--- src/hdl/wrtcf_pkg.sv ---
package wrtcf_pkg;

    localparam int LfsrW     = 16;
    localparam int ModW      = 9;
    localparam int FrameLen  = 10;
    localparam int IdxW      = $clog2(FrameLen);
    localparam int CfgAddrW  = 5;
    localparam int CfgDataW  = 32;

    localparam logic [LfsrW-1:0] LfsrReset = 16'hACE1;
    localparam logic [LfsrW-1:0] LfsrTaps  = 16'hB400;

    localparam logic [7:0] FrameStart = 8'h7E;
    localparam logic [7:0] FrameVer   = 8'hFF;
    localparam logic [7:0] FrameLenB  = 8'h06;
    localparam logic [7:0] FrameAck   = 8'h00;
    localparam logic [7:0] FrameEnd   = 8'hEF;
    localparam logic [7:0] PlayCmd    = 8'h0F;
    localparam logic [ModW-1:0] PickMod = 9'd100;

    // register indexes (byte address / 4)
    localparam logic [2:0] RegFolderA  = 3'd0;
    localparam logic [2:0] RegFirstA   = 3'd1;
    localparam logic [2:0] RegLastA    = 3'd2;
    localparam logic [2:0] RegFolderB  = 3'd3;
    localparam logic [2:0] RegFirstB   = 3'd4;
    localparam logic [2:0] RegLastB    = 3'd5;
    localparam logic [2:0] RegWeightA  = 3'd6;

    typedef struct packed {
        logic       kind;
        logic [7:0] command;
        logic [7:0] param_high;
        logic [7:0] param_low;
        logic [7:0] entropy;
    } t_in_item;

    typedef struct packed {
        logic [7:0] frame_byte;
        logic       last_byte;
    } t_out_item;

    function automatic logic [LfsrW-1:0] lfsr_step(input logic [LfsrW-1:0] v);
        logic [LfsrW-1:0] s;
        s = v >> 1;
        if (v[0]) begin
            s = s ^ LfsrTaps;
        end
        return s;
    endfunction

endpackage

--- src/hdl/wrtcf_mod.sv ---
module wrtcf_mod (
    input  logic                          i_clk,
    input  logic                          i_rst_n,
    input  logic                          i_start,
    input  logic [wrtcf_pkg::LfsrW-1:0]   i_dividend,
    input  logic [wrtcf_pkg::ModW-1:0]    i_divisor,
    output logic                          o_done,
    output logic [wrtcf_pkg::ModW-1:0]    o_rem
);

    localparam int CntW = $clog2(wrtcf_pkg::LfsrW);

    logic                          r_busy;
    logic                          r_done;
    logic [CntW-1:0]               r_cnt;
    logic [wrtcf_pkg::LfsrW-1:0]   r_dvd;
    logic [wrtcf_pkg::ModW-1:0]    r_div;
    logic [wrtcf_pkg::ModW-1:0]    r_rem;
    logic [wrtcf_pkg::ModW:0]      w_shift;
    logic [wrtcf_pkg::ModW:0]      w_diff;
    logic [wrtcf_pkg::ModW-1:0]    n_rem;

    // restoring remainder, one dividend bit per cycle, MSB first
    always_comb begin
        w_shift = {r_rem, r_dvd[wrtcf_pkg::LfsrW-1]};
        w_diff  = w_shift - {1'b0, r_div};
        if (w_shift >= {1'b0, r_div}) begin
            n_rem = w_diff[wrtcf_pkg::ModW-1:0];
        end else begin
            n_rem = w_shift[wrtcf_pkg::ModW-1:0];
        end
    end

    always_ff @(posedge i_clk) begin
        if (!i_rst_n) begin
            r_busy <= 1'b0;
            r_done <= 1'b0;
            r_cnt  <= '0;
        end else begin
            r_done <= 1'b0;
            if (i_start) begin
                r_busy <= 1'b1;
                r_cnt  <= '0;
                r_dvd  <= i_dividend;
                r_div  <= i_divisor;
                r_rem  <= '0;
            end else if (r_busy) begin
                r_rem <= n_rem;
                r_dvd <= r_dvd << 1;
                r_cnt <= r_cnt + 1'b1;
                if (r_cnt == CntW'(wrtcf_pkg::LfsrW - 1)) begin
                    r_busy <= 1'b0;
                    r_done <= 1'b1;
                end
            end
        end
    end

    assign o_done = r_done;
    assign o_rem  = r_rem;

endmodule

--- src/hdl/weighted_random_track_command_framer.sv ---
// A direct command goes through states S_SUM and S_SEND before its first frame byte
// is registered; a random play first runs two bit-serial remainder passes.
// A new item is taken only in S_IDLE, once the last byte of a frame is loaded, so
// items do not overlap; ten bytes go out through a single output register.
// Reset (synchronous, active low) loads the register defaults, seeds the LFSR with
// 0xACE1, clears the seed flag and empties the output register.
module weighted_random_track_command_framer (
    input  logic                             i_clk,
    input  logic                             i_rst_n,
    input  logic                             i_in_valid,
    output logic                             o_in_ready,
    input  wrtcf_pkg::t_in_item              i_in_item,
    output logic                             o_out_valid,
    input  logic                             i_out_ready,
    output wrtcf_pkg::t_out_item             o_out_item,
    input  logic                             psel,
    input  logic                             penable,
    input  logic                             pwrite,
    input  logic [wrtcf_pkg::CfgAddrW-1:0]   paddr,
    input  logic [wrtcf_pkg::CfgDataW-1:0]   pwdata,
    output logic [wrtcf_pkg::CfgDataW-1:0]   prdata,
    output logic                             pready
);

    typedef enum logic [2:0] {
        S_IDLE,
        S_PICK_GO,
        S_PICK_WAIT,
        S_FILE_GO,
        S_FILE_WAIT,
        S_SUM,
        S_SEND
    } t_state;

    t_state                              r_state;
    logic [7:0]                          r_folder_a;
    logic [7:0]                          r_first_a;
    logic [7:0]                          r_last_a;
    logic [7:0]                          r_folder_b;
    logic [7:0]                          r_first_b;
    logic [7:0]                          r_last_b;
    logic [6:0]                          r_weight_a;
    logic [wrtcf_pkg::LfsrW-1:0]         r_lfsr;
    logic                                r_seed_done;
    logic [7:0]                          r_cmd;
    logic [7:0]                          r_hi;
    logic [7:0]                          r_lo;
    logic [7:0]                          r_first;
    logic [wrtcf_pkg::ModW-1:0]          r_span;
    logic [wrtcf_pkg::FrameLen-1:0][7:0] r_frame;
    logic [wrtcf_pkg::IdxW-1:0]          r_idx;
    logic                                r_out_valid;
    wrtcf_pkg::t_out_item                r_out_item;

    logic                                w_cfg_wr;
    logic                                w_accept;
    logic                                w_mod_start;
    logic [wrtcf_pkg::ModW-1:0]          w_mod_div;
    logic                                w_mod_done;
    logic [wrtcf_pkg::ModW-1:0]          w_mod_rem;
    logic                                w_pick_a;
    logic [wrtcf_pkg::ModW-1:0]          w_span_a;
    logic [wrtcf_pkg::ModW-1:0]          w_span_b;
    logic [wrtcf_pkg::LfsrW-1:0]         w_seeded;
    logic [15:0]                         w_total;
    logic [15:0]                         w_chk;
    logic                                w_load;

    assign pready      = 1'b1;
    assign w_cfg_wr    = psel && penable && pwrite;
    assign o_in_ready  = (r_state == S_IDLE);
    assign w_accept    = i_in_valid && o_in_ready;
    assign w_mod_start = (r_state == S_PICK_GO) || (r_state == S_FILE_GO);
    assign w_mod_div   = (r_state == S_PICK_GO) ? wrtcf_pkg::PickMod : r_span;
    assign w_pick_a    = w_mod_rem < {2'b00, r_weight_a};
    // reversed range counts as a single track
    assign w_span_a    = (r_last_a >= r_first_a) ?
                         ({1'b0, r_last_a} - {1'b0, r_first_a} + 9'd1) : 9'd1;
    assign w_span_b    = (r_last_b >= r_first_b) ?
                         ({1'b0, r_last_b} - {1'b0, r_first_b} + 9'd1) : 9'd1;
    assign w_seeded    = r_seed_done ? r_lfsr : (r_lfsr ^ {8'h00, i_in_item.entropy});
    assign w_total     = 16'(wrtcf_pkg::FrameVer) + 16'(wrtcf_pkg::FrameLenB)
                         + 16'(r_cmd) + 16'(r_hi) + 16'(r_lo);
    assign w_chk       = 16'h0000 - w_total;
    assign w_load      = !r_out_valid || i_out_ready;

    wrtcf_mod u_mod (
        .i_clk      (i_clk),
        .i_rst_n    (i_rst_n),
        .i_start    (w_mod_start),
        .i_dividend (r_lfsr),
        .i_divisor  (w_mod_div),
        .o_done     (w_mod_done),
        .o_rem      (w_mod_rem)
    );

    always_comb begin
        unique case (paddr[4:2])
            wrtcf_pkg::RegFolderA: prdata = {24'h0, r_folder_a};
            wrtcf_pkg::RegFirstA:  prdata = {24'h0, r_first_a};
            wrtcf_pkg::RegLastA:   prdata = {24'h0, r_last_a};
            wrtcf_pkg::RegFolderB: prdata = {24'h0, r_folder_b};
            wrtcf_pkg::RegFirstB:  prdata = {24'h0, r_first_b};
            wrtcf_pkg::RegLastB:   prdata = {24'h0, r_last_b};
            wrtcf_pkg::RegWeightA: prdata = {25'h0, r_weight_a};
            default:               prdata = '0;
        endcase
    end

    always_ff @(posedge i_clk) begin
        if (!i_rst_n) begin
            r_state     <= S_IDLE;
            r_folder_a  <= 8'd1;
            r_first_a   <= 8'd1;
            r_last_a    <= 8'd27;
            r_folder_b  <= 8'd2;
            r_first_b   <= 8'd1;
            r_last_b    <= 8'd43;
            r_weight_a  <= 7'd90;
            r_lfsr      <= wrtcf_pkg::LfsrReset;
            r_seed_done <= 1'b0;
            r_out_valid <= 1'b0;
            r_idx       <= '0;
        end else begin
            if (w_cfg_wr) begin
                unique case (paddr[4:2])
                    wrtcf_pkg::RegFolderA: r_folder_a <= pwdata[7:0];
                    wrtcf_pkg::RegFirstA:  r_first_a  <= pwdata[7:0];
                    wrtcf_pkg::RegLastA:   r_last_a   <= pwdata[7:0];
                    wrtcf_pkg::RegFolderB: r_folder_b <= pwdata[7:0];
                    wrtcf_pkg::RegFirstB:  r_first_b  <= pwdata[7:0];
                    wrtcf_pkg::RegLastB:   r_last_b   <= pwdata[7:0];
                    wrtcf_pkg::RegWeightA: r_weight_a <= pwdata[6:0];
                    default: ;
                endcase
            end

            // while sending, the send arm below owns the output register
            if (r_out_valid && i_out_ready && r_state != S_SEND) begin
                r_out_valid <= 1'b0;
            end

            unique case (r_state)
                S_IDLE: begin
                    if (w_accept) begin
                        if (i_in_item.kind) begin
                            r_cmd       <= wrtcf_pkg::PlayCmd;
                            r_lfsr      <= wrtcf_pkg::lfsr_step(w_seeded);
                            r_seed_done <= 1'b1;
                            r_state     <= S_PICK_GO;
                        end else begin
                            r_cmd   <= i_in_item.command;
                            r_hi    <= i_in_item.param_high;
                            r_lo    <= i_in_item.param_low;
                            r_state <= S_SUM;
                        end
                    end
                end
                S_PICK_GO: begin
                    r_state <= S_PICK_WAIT;
                end
                S_PICK_WAIT: begin
                    if (w_mod_done) begin
                        if (w_pick_a) begin
                            r_hi    <= r_folder_a;
                            r_first <= r_first_a;
                            r_span  <= w_span_a;
                        end else begin
                            r_hi    <= r_folder_b;
                            r_first <= r_first_b;
                            r_span  <= w_span_b;
                        end
                        r_lfsr  <= wrtcf_pkg::lfsr_step(r_lfsr);
                        r_state <= S_FILE_GO;
                    end
                end
                S_FILE_GO: begin
                    r_state <= S_FILE_WAIT;
                end
                S_FILE_WAIT: begin
                    if (w_mod_done) begin
                        r_lo    <= r_first + w_mod_rem[7:0];
                        r_state <= S_SUM;
                    end
                end
                S_SUM: begin
                    r_frame <= {wrtcf_pkg::FrameStart, wrtcf_pkg::FrameVer,
                                wrtcf_pkg::FrameLenB, r_cmd, wrtcf_pkg::FrameAck,
                                r_hi, r_lo, w_chk[15:8], w_chk[7:0],
                                wrtcf_pkg::FrameEnd};
                    r_idx   <= '0;
                    r_state <= S_SEND;
                end
                S_SEND: begin
                    // advance one byte whenever the output register is free
                    if (w_load) begin
                        r_out_valid           <= 1'b1;
                        r_out_item.frame_byte <= r_frame[wrtcf_pkg::FrameLen-1];
                        r_out_item.last_byte  <=
                            (r_idx == wrtcf_pkg::IdxW'(wrtcf_pkg::FrameLen - 1));
                        r_frame <= {r_frame[wrtcf_pkg::FrameLen-2:0], 8'h00};
                        r_idx   <= r_idx + 1'b1;
                        if (r_idx == wrtcf_pkg::IdxW'(wrtcf_pkg::FrameLen - 1)) begin
                            r_state <= S_IDLE;
                        end
                    end
                end
                default: r_state <= S_IDLE;
            endcase
        end
    end

    assign o_out_valid = r_out_valid;
    assign o_out_item  = r_out_item;

    a_seed_sticky: assert property (@(posedge i_clk) disable iff (!i_rst_n)
        !$fell(r_seed_done))
        else $error("seed flag cleared outside reset");

    a_lfsr_nonzero: assert property (@(posedge i_clk) disable iff (!i_rst_n)
        r_lfsr != '0)
        else $error("LFSR reached the all-zero lock-up state");

    a_mod_done_waited: assert property (@(posedge i_clk) disable iff (!i_rst_n)
        w_mod_done |-> (r_state == S_PICK_WAIT || r_state == S_FILE_WAIT))
        else $error("remainder finished while not awaited");

    a_last_ends_frame: assert property (@(posedge i_clk) disable iff (!i_rst_n)
        (r_state == S_SEND && w_load
         && r_idx == wrtcf_pkg::IdxW'(wrtcf_pkg::FrameLen - 1))
        |=> (o_out_valid && o_out_item.last_byte && r_state == S_IDLE))
        else $error("tenth byte not flagged as last");

endmodule
--- config.mk ---
export PLATFORM = sky130hd
export DESIGN_NAME = weighted_random_track_command_framer
export DESIGN_NICKNAME = d
export VERILOG_FILES = /design/src/hdl/wrtcf_pkg.sv /design/src/hdl/wrtcf_mod.sv /design/src/hdl/weighted_random_track_command_framer.sv
export SDC_FILE = /design/constraint.sdc
export NUM_CORES = 1
export LEC_CHECK = 0
export BUFFER_PORTS_ARGS = -buffer_cell sky130_fd_sc_hd__buf_2
export CORE_MARGIN = 4
export CORE_UTILIZATION = 30
export CTS_CLUSTER_DIAMETER = 30
export DETAILED_ROUTE_END_ITERATION = 16
export PLACE_DENSITY_LB_ADDON = 0.3
export SLEW_MARGIN = 20
export SYNTH_ARGS = -nofsm -noshare
export SYNTH_HDL_FRONTEND = slang
export SYNTH_HIERARCHICAL = 1
export SYNTH_SLANG_ARGS = --single-unit
--- constraint.sdc ---
create_clock -name i_clk -period 2.8 [get_ports i_clk]
set_input_delay 0.56 -clock i_clk [delete_from_list [all_inputs] [get_ports i_clk]]
set_output_delay 0.56 -clock i_clk [all_outputs]
set_load 0.05 [all_outputs]
Word-level counts from Yosys, hierarchy flattened
Cells that the tools add are included.

Add/sub/neg operators: 12. Order comparisons: 4. Equality and inequality tests: 22. Mux-type cells: 43. Bitwise logic cells: 5. Reduce and logical (&&, ||, !) cells: 35.

Operators by type and width (number): $pmux W80 S2 (1); $mux W16 (8); $mux W80 (1); $mux W8 (8); $pmux W8 S7 (1); $mux W9 (5); $pmux W16 S2 (1); $pmux W8 S2 (2); $pmux W3 S7 (1); $reduce_and A2 Y1 (10); $add A9 B1 Y9 const B (2); $eq A3 B3 Y1 const B (6); $mux W3 (6); $sub A8 B8 Y9 (2); $ge A8 B8 Y1 (2); $xor A16 B8 Y16 (1); $reduce_and A3 Y1 (5); $reduce_and A5 Y1 (3); $sub A1 B12 Y13 const A (1); $add A11 B8 Y12 (1); $eq A3 B2 Y1 const B (4); $add A10 B8 Y11 (1); $add A9 B8 Y10 const A (1); $ge A10 B9 Y1 (1); 22 further kinds (47).

Register bits: 250. Input bits: 77. Output and inout port bits: 44. Word-level logic and storage cells: 156.

Logic depth before layout (Yosys ltp)
Gate-level depths: netlist of run 1.

Depth after elaboration: 7. Mapped depth: 13. Depth with buffers taken out: 13.

Cells and area by module
Netlist of run 1, hierarchy kept.

By module, submodules not included: weighted_random_track_command_framer (instances 1, cells each 1056, area an instance 10779.1 sq um, sequential area each 5295.1 sq um); wrtcf_mod (instances 1, cells each 163, area an instance 2015.7 sq um, sequential area each 1141.1 sq um).

Worst setup path before layout of run 1
OpenSTA, ideal clock, no wires.

Kind: register to register. Start point: register r_state[0]. End point: register r_frame[10] in the netlist's numbering (enable). Library setup time: 0.439 ns. Arrival: 2.659 ns. Data required time: 2.361 ns. Slack: -0.298 ns. Stages on the path, launching flop included: 5. Path buffers: 1. Clock period less this slack: 3.098 ns. Cell sequence: dfxtp_1 buf_2 nor2b_1 o21a_1 and2_1.

Cells in the longest elaborated chain, start to end: 3. Elaborated cells between the ends (all ways): 5. Classes of those cells: 3 x eq/ne; 2 x reduce/logical.

RTL lines: start, declared (RTL line weighted_random_track_command_framer.sv:35) `t_state r_state;`; start signal, assigned (RTL line weighted_random_track_command_framer.sv:112) `r_state <= S_IDLE;`; start signal, assigned (RTL line weighted_random_track_command_framer.sv:150) `r_state <= S_PICK_GO;`; start signal, assigned (RTL line weighted_random_track_command_framer.sv:155) `r_state <= S_SUM;`; $eq A3 B3 Y1 (RTL line weighted_random_track_command_framer.sv:143) `unique case (r_state)`; $ne A2 B2 Y1 (no line) or $reduce_bool A2 Y1 (tied branches); $reduce_and A3 Y1 (no line) *; end signal, assigned (RTL line weighted_random_track_command_framer.sv:187) `r_frame <= {wrtcf_pkg::FrameStart, wrtcf_pkg::FrameVer,`; end signal, assigned (RTL line weighted_random_track_command_framer.sv:201) `r_frame <= {r_frame[wrtcf_pkg::FrameLen-2:0], 8'h00};`; end, declared (RTL line weighted_random_track_command_framer.sv:50) `logic [wrtcf_pkg::FrameLen-1:0][7:0] r_frame;`.

Every way passes the cells marked *; elsewhere a longest branch is shown, timed or not. A chain may end at the register's enable or synchronous reset.

Worst setup path in the final report of run 1
Start point: register r_cmd[2]. End point: register r_frame[16] in the netlist's numbering (data pin).

Cells in the longest elaborated chain, start to end: 5.

RTL lines: start, declared (RTL line weighted_random_track_command_framer.sv:45) `logic [7:0] r_cmd;`; start signal, assigned (RTL line weighted_random_track_command_framer.sv:147) `r_cmd <= wrtcf_pkg::PlayCmd;`; start signal, assigned (RTL line weighted_random_track_command_framer.sv:152) `r_cmd <= i_in_item.command;`; $add A9 B8 Y10 (RTL line weighted_random_track_command_framer.sv:83) `+ 16'(r_cmd) + 16'(r_hi) + 16'(r_lo);`; $add A10 B8 Y11 (RTL line weighted_random_track_command_framer.sv:83); $add A11 B8 Y12 (RTL line weighted_random_track_command_framer.sv:83); $sub A1 B12 Y13 (RTL line weighted_random_track_command_framer.sv:84) `assign w_chk = 16'h0000 - w_total;`; $pmux W80 S2 (RTL line weighted_random_track_command_framer.sv:143).

No other way between the ends.

==> reports/qor.yml, run 1 <==
synthCells: 1219
tightest_slew_ns: 0.7382
final_antenna_net_count: 0
end_kind: "flop"
syn2layout_area_growth_pct: 26.92
io_buffers: 69
clk_latency_ns: 0.56
fin_skew_ns: 0.01861
layout.nets: 1529
synth_top_cell_by_area: "edfxtp_1"
drtIter0Drc: 581
synth_cell_types: 70
finalInstanceArea_um2: 16240
crit_arrival_ns: 3.11
drc: 0
yosysWarnings: 6
final.setup.worst_slack_ns: -0.02322
ir_worst_vdd_uv: 467.4
cts_tree: "yes"
synth_top_area_frac: 0.3685
fillers: 4149
status: "complete, but fails checks"
dp_hpwl_mm: 22.80
wl_per_cell_um: 16.24
synth_edf_count: 157
final_max_slew_viol_count: 0
antenna_found_initial: 0
synth_area_leaders: "edfxtp_1 37%, dfxtp_1 13%, ha_1 7.3%"
fmax_ghz: 0.3542
dpl-instance-area_um2: 13910
leakagePower_nw: 6.459
grtUsageMet1: 0.1594
cts-root-buf: "clkbuf_16"
routed_wl_mm: 31.65
ios: 121
synth_seq_cells: 243
synth_flop_cell: "edfxtp_1"
met2_usage: 0.2359
crit_fanout: 2
rows: 75
instances_no_fill: 1949
insertedDiodeCount: 0
critPathKind: "flop to flop"
grt_pass1_vias: 9224
multi_input_comb_area_um2: 5853
gr-usage-met3: 0.03812
ys_top_cells_by_count: "179 x nand2_1, 157 x edfxtp_1, 96 x nor2_1"
fin_crit_sh: 1.008
yosysMostFrequentCell: "nand2_1"
overflow: 0
clkTransAtPathRegs_ns: 0.04
grt_usage: 0.1359
netlist_area_um2: 12790
regArea_um2: 6436
worstPathRequired_ns: 3.09
cts_made_buffers: 66
ys_seq_area_frac: 0.5030
min_path_type: "input pin to flop"
fp.coreArea_um2: 42040
setup_viol: 1
cellPowerDensity_nw_per_um2: 960.0
drive_above_1_share: 0.2043
synth-async-reset-ratio: 0
vias: 9206
fp.dieH_um: 214.5
slew_headroom: 0.5074
htree_levels: 3
hold_viol_final: 0
violations: "setup timing"
drt_pass1_iterations: 5
max_cap_violations: 0
synth.avg_cell_area_um2: 10.50
clk_path_buf_depth: 3
clock_sinks: 243
grt_max_degree: 74
initial_core_util: 0.3043
gp_congestion: 0.8663
grt_pass1_wl_mm: 49.69
place_inst: 1822
ctsHoldBuffers: 0
die_area_um2: 46020
rsz0062_at_grt: "yes"
fin_util: 0.3863
die_width_um: 214.5
min_period_ns: 2.823
viasPerCell: 4.723
critPathLaunchType: "flop"
grt-busiest-layer: "met2"
[cell usage in the layout (no fill, tap or decap), types with 46 or more instances in the layout]
| master | Yosys | final |
|---|---|---|
| ha_1 | 75 | 71 |
| mux2i_1 | 53 | 53 |
| buf_4 | 26 | 48 |
| edfxtp_1 | 157 | 157 |
| a21oi_1 | 58 | 54 |
| nor2_1 | 96 | 95 |
| inv_1 | 76 | 74 |
| dfxtp_1 | 86 | 86 |
| nand2_1 | 179 | 179 |
| o21ai_0 | 56 | 46 |
| clkbuf_16 | 0 | 67 |
| buf_2 | 13 | 69 |
[worst paths after layout]
path / startpoint / to / slack, ns / cells past startpoint
worst max-delay path: r_cmd[2]$_SDFFCE_PP1P_ / r_frame[16]$_DFFE_PP_ / -0.02 / 11
worst min-delay path: i_in_item[26] / r_cmd[2]$_SDFFCE_PP1P_ / 0.26 / 2
worst max register to register: r_cmd[2]$_SDFFCE_PP1P_ / r_frame[16]$_DFFE_PP_ / -0.02 / 11
worst min register to register: r_frame[73]$_SDFFCE_PN1P_ / o_out_item[2]$_DFFE_PP_ / 0.41 / 0
[registers in the layout, summed over array words and instances, names as in the netlist, 9 cells and up]
name         count
o_out_item       9
r_frame         73
r_lfsr          16
r_span           9
u_mod/o_rem      9
u_mod/r_div      9
u_mod/r_dvd     16
[per-stage QoR]
stage	setup TNS, ns	power (mW)	worst slack (ns)	hold slack [ns]
after global routing	-0.2948	16.41	-0.1575	0.2444
after global placement	-0.2794	8.069	-0.1503	0.4037
final	-0.02322	15.59	-0.02322	0.2603
after CTS	-0.1386	15.67	-0.08739	0.2310
after detailed placement	-0.4393	8.133	-0.1840	0.4052
after floorplan	0	7.191	0.001048	0.4003
[power breakdown]
part           internal [mW]  switching (mW)
clock                   5.21            2.16
combinational           1.45            2.06
sequential              4.44           0.268
[metal layers]
metal / share of wire / wire length (µm) / up-vias
met5: 0 / 0 / -
li1: - / - / 4518
met1: 0.42 / 13390 / 4406
met2: 0.49 / 15590 / 224
met3: 0.055 / 1733 / 58
met4: 0.029 / 932 / 0
[logic make-up after synthesis]
logic type	after synthesis	share of synthesized area
buffers and inverters	151	0.05320
and+or+nand+nor	419	0.1525
AOI/OAI and AO/OA	194	0.09339
xor gates and xnor gates	39	0.02728
DFF	243	0.5030
muxes	77	0.06699
adders and majority gates	94	0.1031
other	2	0.0005870
[final cells by class]
type,count,area share
Clock buffer,88,0.1130
Clock inverter,32,0.02335
Tap cell,539,0.04153
Sequential cell,243,0.3963
Multi-Input combinational cell,848,0.3604
Timing Repair Buffer,121,0.04731
Inverter,78,0.01803
[timing repair]
item	CTS	global route
pin swaps	10	12
endpoints found under the setup margin	4	5
setup buffers	3	4
gates resized for setup	7	8
[critical path, stage by stage, from the launching register on]
cell and delay (ns):
edfxtp_1 0.44, ha_4 0.24, fa_1 0.51, inv_2 0.05
ha_4 0.16, fa_2 0.34, a21o_1 0.17, a21oi_2 0.13
o21bai_1 0.09, a21oi_2 0.18, xor2_1 0.17, o21ai_1 0.07
(Power assumes the default switching activity.)
==> inputs of run 2 (changes only) <==
SYNTH_HIERARCHICAL = not set   (was 1)
==> run 2 against run 1 <==
  * The flow still finishes with violations (setup timing)
  * Clock-buffer cell count decreased by 16
  * Non-clock buffer count increased by 7
  * First-iteration DRC count decreased by 20%
  * Synthesized cell count increased by 0.16%
  * Final area decreased by 1.6%
  * Clock power decreased by 8.3%
  * Clock skew decreased by 0.0036 ns
  * Core utilization decreased by 0.54 points
  * Die area decreased by 0.41%
  * Critical endpoint unchanged
  * Largest cell class unchanged
==> reports/qor.yml, run 2 <==
die_area_um2: 45830  # was 46020 µm²
hold_viol_final: 0  # unchanged
clkTransAtPathRegs_ns: 0.05  # was 0.04 ns
reg_top3: "r_frame (73), r_lfsr (16), u_mod.r_dvd (16)"  # was r_frame (73), r_lfsr (16), u_mod/r_dvd (16)
tightest_slew_ns: 0.8693  # was 0.7382 ns
vias: 8916  # was 9206
leakagePower_nw: 6.537  # was 6.459 nW
crit_path_max_incr_delay_ns: 0.50  # was 0.51 ns
path_cells: "ha_1, fa_1, inv_2, ha_4, fa_2, a21o_1, a21oi_2, o21bai_1, a21oi_2, xor2_1, o21ai_1"  # was ha_4, fa_1, inv_2, ha_4, fa_2, a21o_1, a21oi_2, o21bai_1, a21oi_2, xor2_1, o21ai_1
worstPathRequired_ns: 3.09  # about the same
ir_worst_vdd_uv: 494.0  # was 467.4 µV
yosysWarnings: 0  # was 6
insertedDiodeCount: 0  # unchanged
cts_made_buffers: 54  # was 66
r2r_end: "r_frame[16]$_DFFE_PP_"  # unchanged
max_cap_violations: 0  # unchanged
grt_max_degree: 45  # was 74
grt_pass1_wl_mm: 48.69  # was 49.69 mm
fin_skew_ns: 0.01503  # was 0.01861 ns
dp_hpwl_mm: 21.97  # was 22.80 mm
ios: 121  # unchanged
synth_top_cell_by_area: "edfxtp_1"  # unchanged
ctsHoldBuffers: 0  # unchanged
final_common_cell: "nand2_1"  # unchanged
synth_flop_cell: "edfxtp_1"  # unchanged
fp.dieH_um: 214.1  # was 214.5 µm
rows: 75  # unchanged
r2r_slack_ns: -0.02  # about the same
violations: "setup timing"  # unchanged
layout.nets: 1522  # was 1529
synth_top_area_frac: 0.3700  # was 0.3685
setup_viol: 1  # unchanged
cts-root-buf: "clkbuf_16"  # unchanged
gp_congestion: 0.8272  # was 0.8663
largest_register_ffs: 73  # unchanged
final_antenna_net_count: 0  # unchanged
routed_wl_mm: 30.37  # was 31.65 mm
final_cell_mix: "205 x nand2_1, 157 x edfxtp_1, 94 x nor2_1"  # was 179 x nand2_1, 157 x edfxtp_1, 95 x nor2_1
synth.avg_cell_area_um2: 10.43  # was 10.50 µm²
synth_seq_cells: 243  # unchanged
grt_usage: 0.1304  # was 0.1359
synthCells: 1221  # was 1219
crit_start: "r_hi[2]$_DFFE_PP_"  # was r_cmd[2]$_SDFFCE_PP1P_
initial_core_util: 0.3037  # was 0.3043
clk_path_buf_depth: 3  # unchanged
synth-async-reset-ratio: 0  # unchanged
max_flop_register: "r_frame"  # unchanged
critPathKind: "flop to flop"  # unchanged
min_path_type: "input pin to flop"  # unchanged
die_width_um: 214.1  # was 214.5 µm
fin_crit_sh: 1.008  # about the same
instances_no_fill: 1936  # was 1949
post-place-ws_ns: -0.1876  # was -0.1840 ns
final.setup.worst_slack_ns: -0.02259  # was -0.02322 ns
status: "complete, but fails checks"  # unchanged
hold_start: "i_in_item[26]"  # unchanged
wl_per_cell_um: 15.68  # was 16.24 µm
final_max_slew_viol_count: 0  # unchanged
end_kind: "flop"  # unchanged
antenna_found_initial: 1  # was 0
r2r-start: "r_hi[2]$_DFFE_PP_"  # was r_cmd[2]$_SDFFCE_PP1P_
rsz0062_at_grt: "yes"  # unchanged
min_period_ns: 2.823  # about the same
cts_tree: "yes"  # unchanged
drtIter0Drc: 466  # was 581
cpMostUsedCell: "a21oi_2"
viasPerCell: 4.605  # was 4.723
crit_end: "r_frame[16]$_DFFE_PP_"  # unchanged
drive_above_1_share: 0.1883  # was 0.2043
clock_sinks: 243  # unchanged
drc: 0  # unchanged
crit_arrival_ns: 3.11  # about the same
synth_cell_types: 64  # was 70
fp.coreArea_um2: 41950  # was 42040 µm²
drt_pass1_iterations: 5  # unchanged
clk_latency_ns: 0.55  # was 0.56 ns
syn2layout_area_growth_pct: 25.39  # was 26.92%
yosysMostFrequentCell: "nand2_1"  # unchanged
ys_top_cells_by_count: "205 x nand2_1, 157 x edfxtp_1, 95 x nor2_1"  # was 179 x nand2_1, 157 x edfxtp_1, 96 x nor2_1
io_buffers: 69  # unchanged
crit_fanout: 2  # unchanged
fmax_ghz: 0.3543  # was 0.3542 GHz
ff2ff_path_depth: 11  # unchanged
cellPowerDensity_nw_per_um2: 778.1  # was 960.0 nW/µm²
slew_headroom: 0.4183  # was 0.5074
overflow: 0  # unchanged
synth_edf_count: 157  # unchanged
crit_slowest_cell: "fa_1"  # unchanged
htree_levels: 2  # was 3
ys_seq_area_frac: 0.5052  # was 0.5030
critPathLaunchType: "flop"  # unchanged
synth_area_leaders: "edfxtp_1 37%, dfxtp_1 14%, ha_1 7.4%"  # was edfxtp_1 37%, dfxtp_1 13%, ha_1 7.3%
netlist_area_um2: 12740  # was 12790 µm²
grt_pass1_vias: 9142  # was 9224
place_inst: 1827  # was 1822
-- run 2: report_power, final --
part / internal (mW) / switching (mW)
Sequential: 4.03 / 0.101
Combinational: 0.605 / 0.930
Clock: 4.78 / 1.98
Total: 9.42 / 3.01
-- run 2: worst min-delay path by stage --
stage | endpoint | slack (ns) | cells after the start
after floorplan | o_out_item[1]$_DFFE_PP_ | 0.40 | 0
after global placement | o_out_item[1]$_DFFE_PP_ | 0.40 | 0
after detailed placement | o_out_item[8]$_DFFE_PP_ | 0.40 | 0
after CTS | r_cmd[1]$_SDFFCE_PP1P_ | 0.27 | 2
after global routing | r_cmd[2]$_SDFFCE_PP1P_ | 0.28 | 2
final | r_cmd[2]$_SDFFCE_PP1P_ | 0.29 | 2
-- run 2: cells by family after synthesis --
logic type                 count (synthesis)  synth area share
AOI/OAI and AO/OA                        177           0.08613
xor gates and xnor gates                  42           0.02946
adders and majority gates                 94            0.1035
buffers and inverters                    153           0.05450
DFF                                      243            0.5052
muxes                                     79           0.06766
other                                      2         0.0005894
and+or+nand+nor                          431            0.1530
-- run 2: per-stage QoR --
stage | setup TNS [ns] | cell area [µm²] | hold WS (ns) | power (mW) | utilization
floorplan | 0 | 12840 | 0.4003 | 5.254 | -
global placement | -0.3646 | 13900 | 0.4002 | 5.683 | 0.3315
detailed placement | -0.5039 | 13900 | 0.4045 | 5.705 | 0.3315
CTS | -0.1877 | 15920 | 0.2742 | 12.56 | 0.3795
global route | -0.3981 | 15980 | 0.2793 | 12.98 | 0.3809
finish | -0.02259 | 15980 | 0.2908 | 12.43 | 0.3809
-- run 2: final cells by class --
type                    instances  area [µm²]
clock buffers                  72        1587
clock inverters                30       404.1
fillers                      4044       25970
inverters                      76       285.3
multi-input cells             848        5751
flip-flops and latches        243        6436
well taps                     539       674.4
repair buffers                128       838.3
-- run 2: worst max-delay path, delay by kind of cell (launching register included) --
family                   cells  cell delay (ns)
adder cells (fa/ha/maj)      4             1.32
AO/OA/AOI/OAI                5             0.63
flip-flops                   1             0.40
XOR/XNOR                     1             0.17
buffers and inverters        1             0.05
-- run 2: repair_timing --
action	in CTS	in global routing
hold endpoints to repair	0	0
gates resized for setup	3	7
setup endpoints to repair	5	5
buffers inserted	2	7
pin swaps	10	12
-- run 2: layer usage --
| layer | global-route usage | routed length [µm] | vias to the layer above |
|---|---|---|---|
| met1 | 0.1690 | 13660 | 4231 |
| met3 | 0.02522 | 1108 | 64 |
| met2 | 0.2194 | 14690 | 173 |
| li1 | - | - | 4448 |
| met4 | 0.04474 | 905 | 0 |
| met5 | 0 | 0 | - |
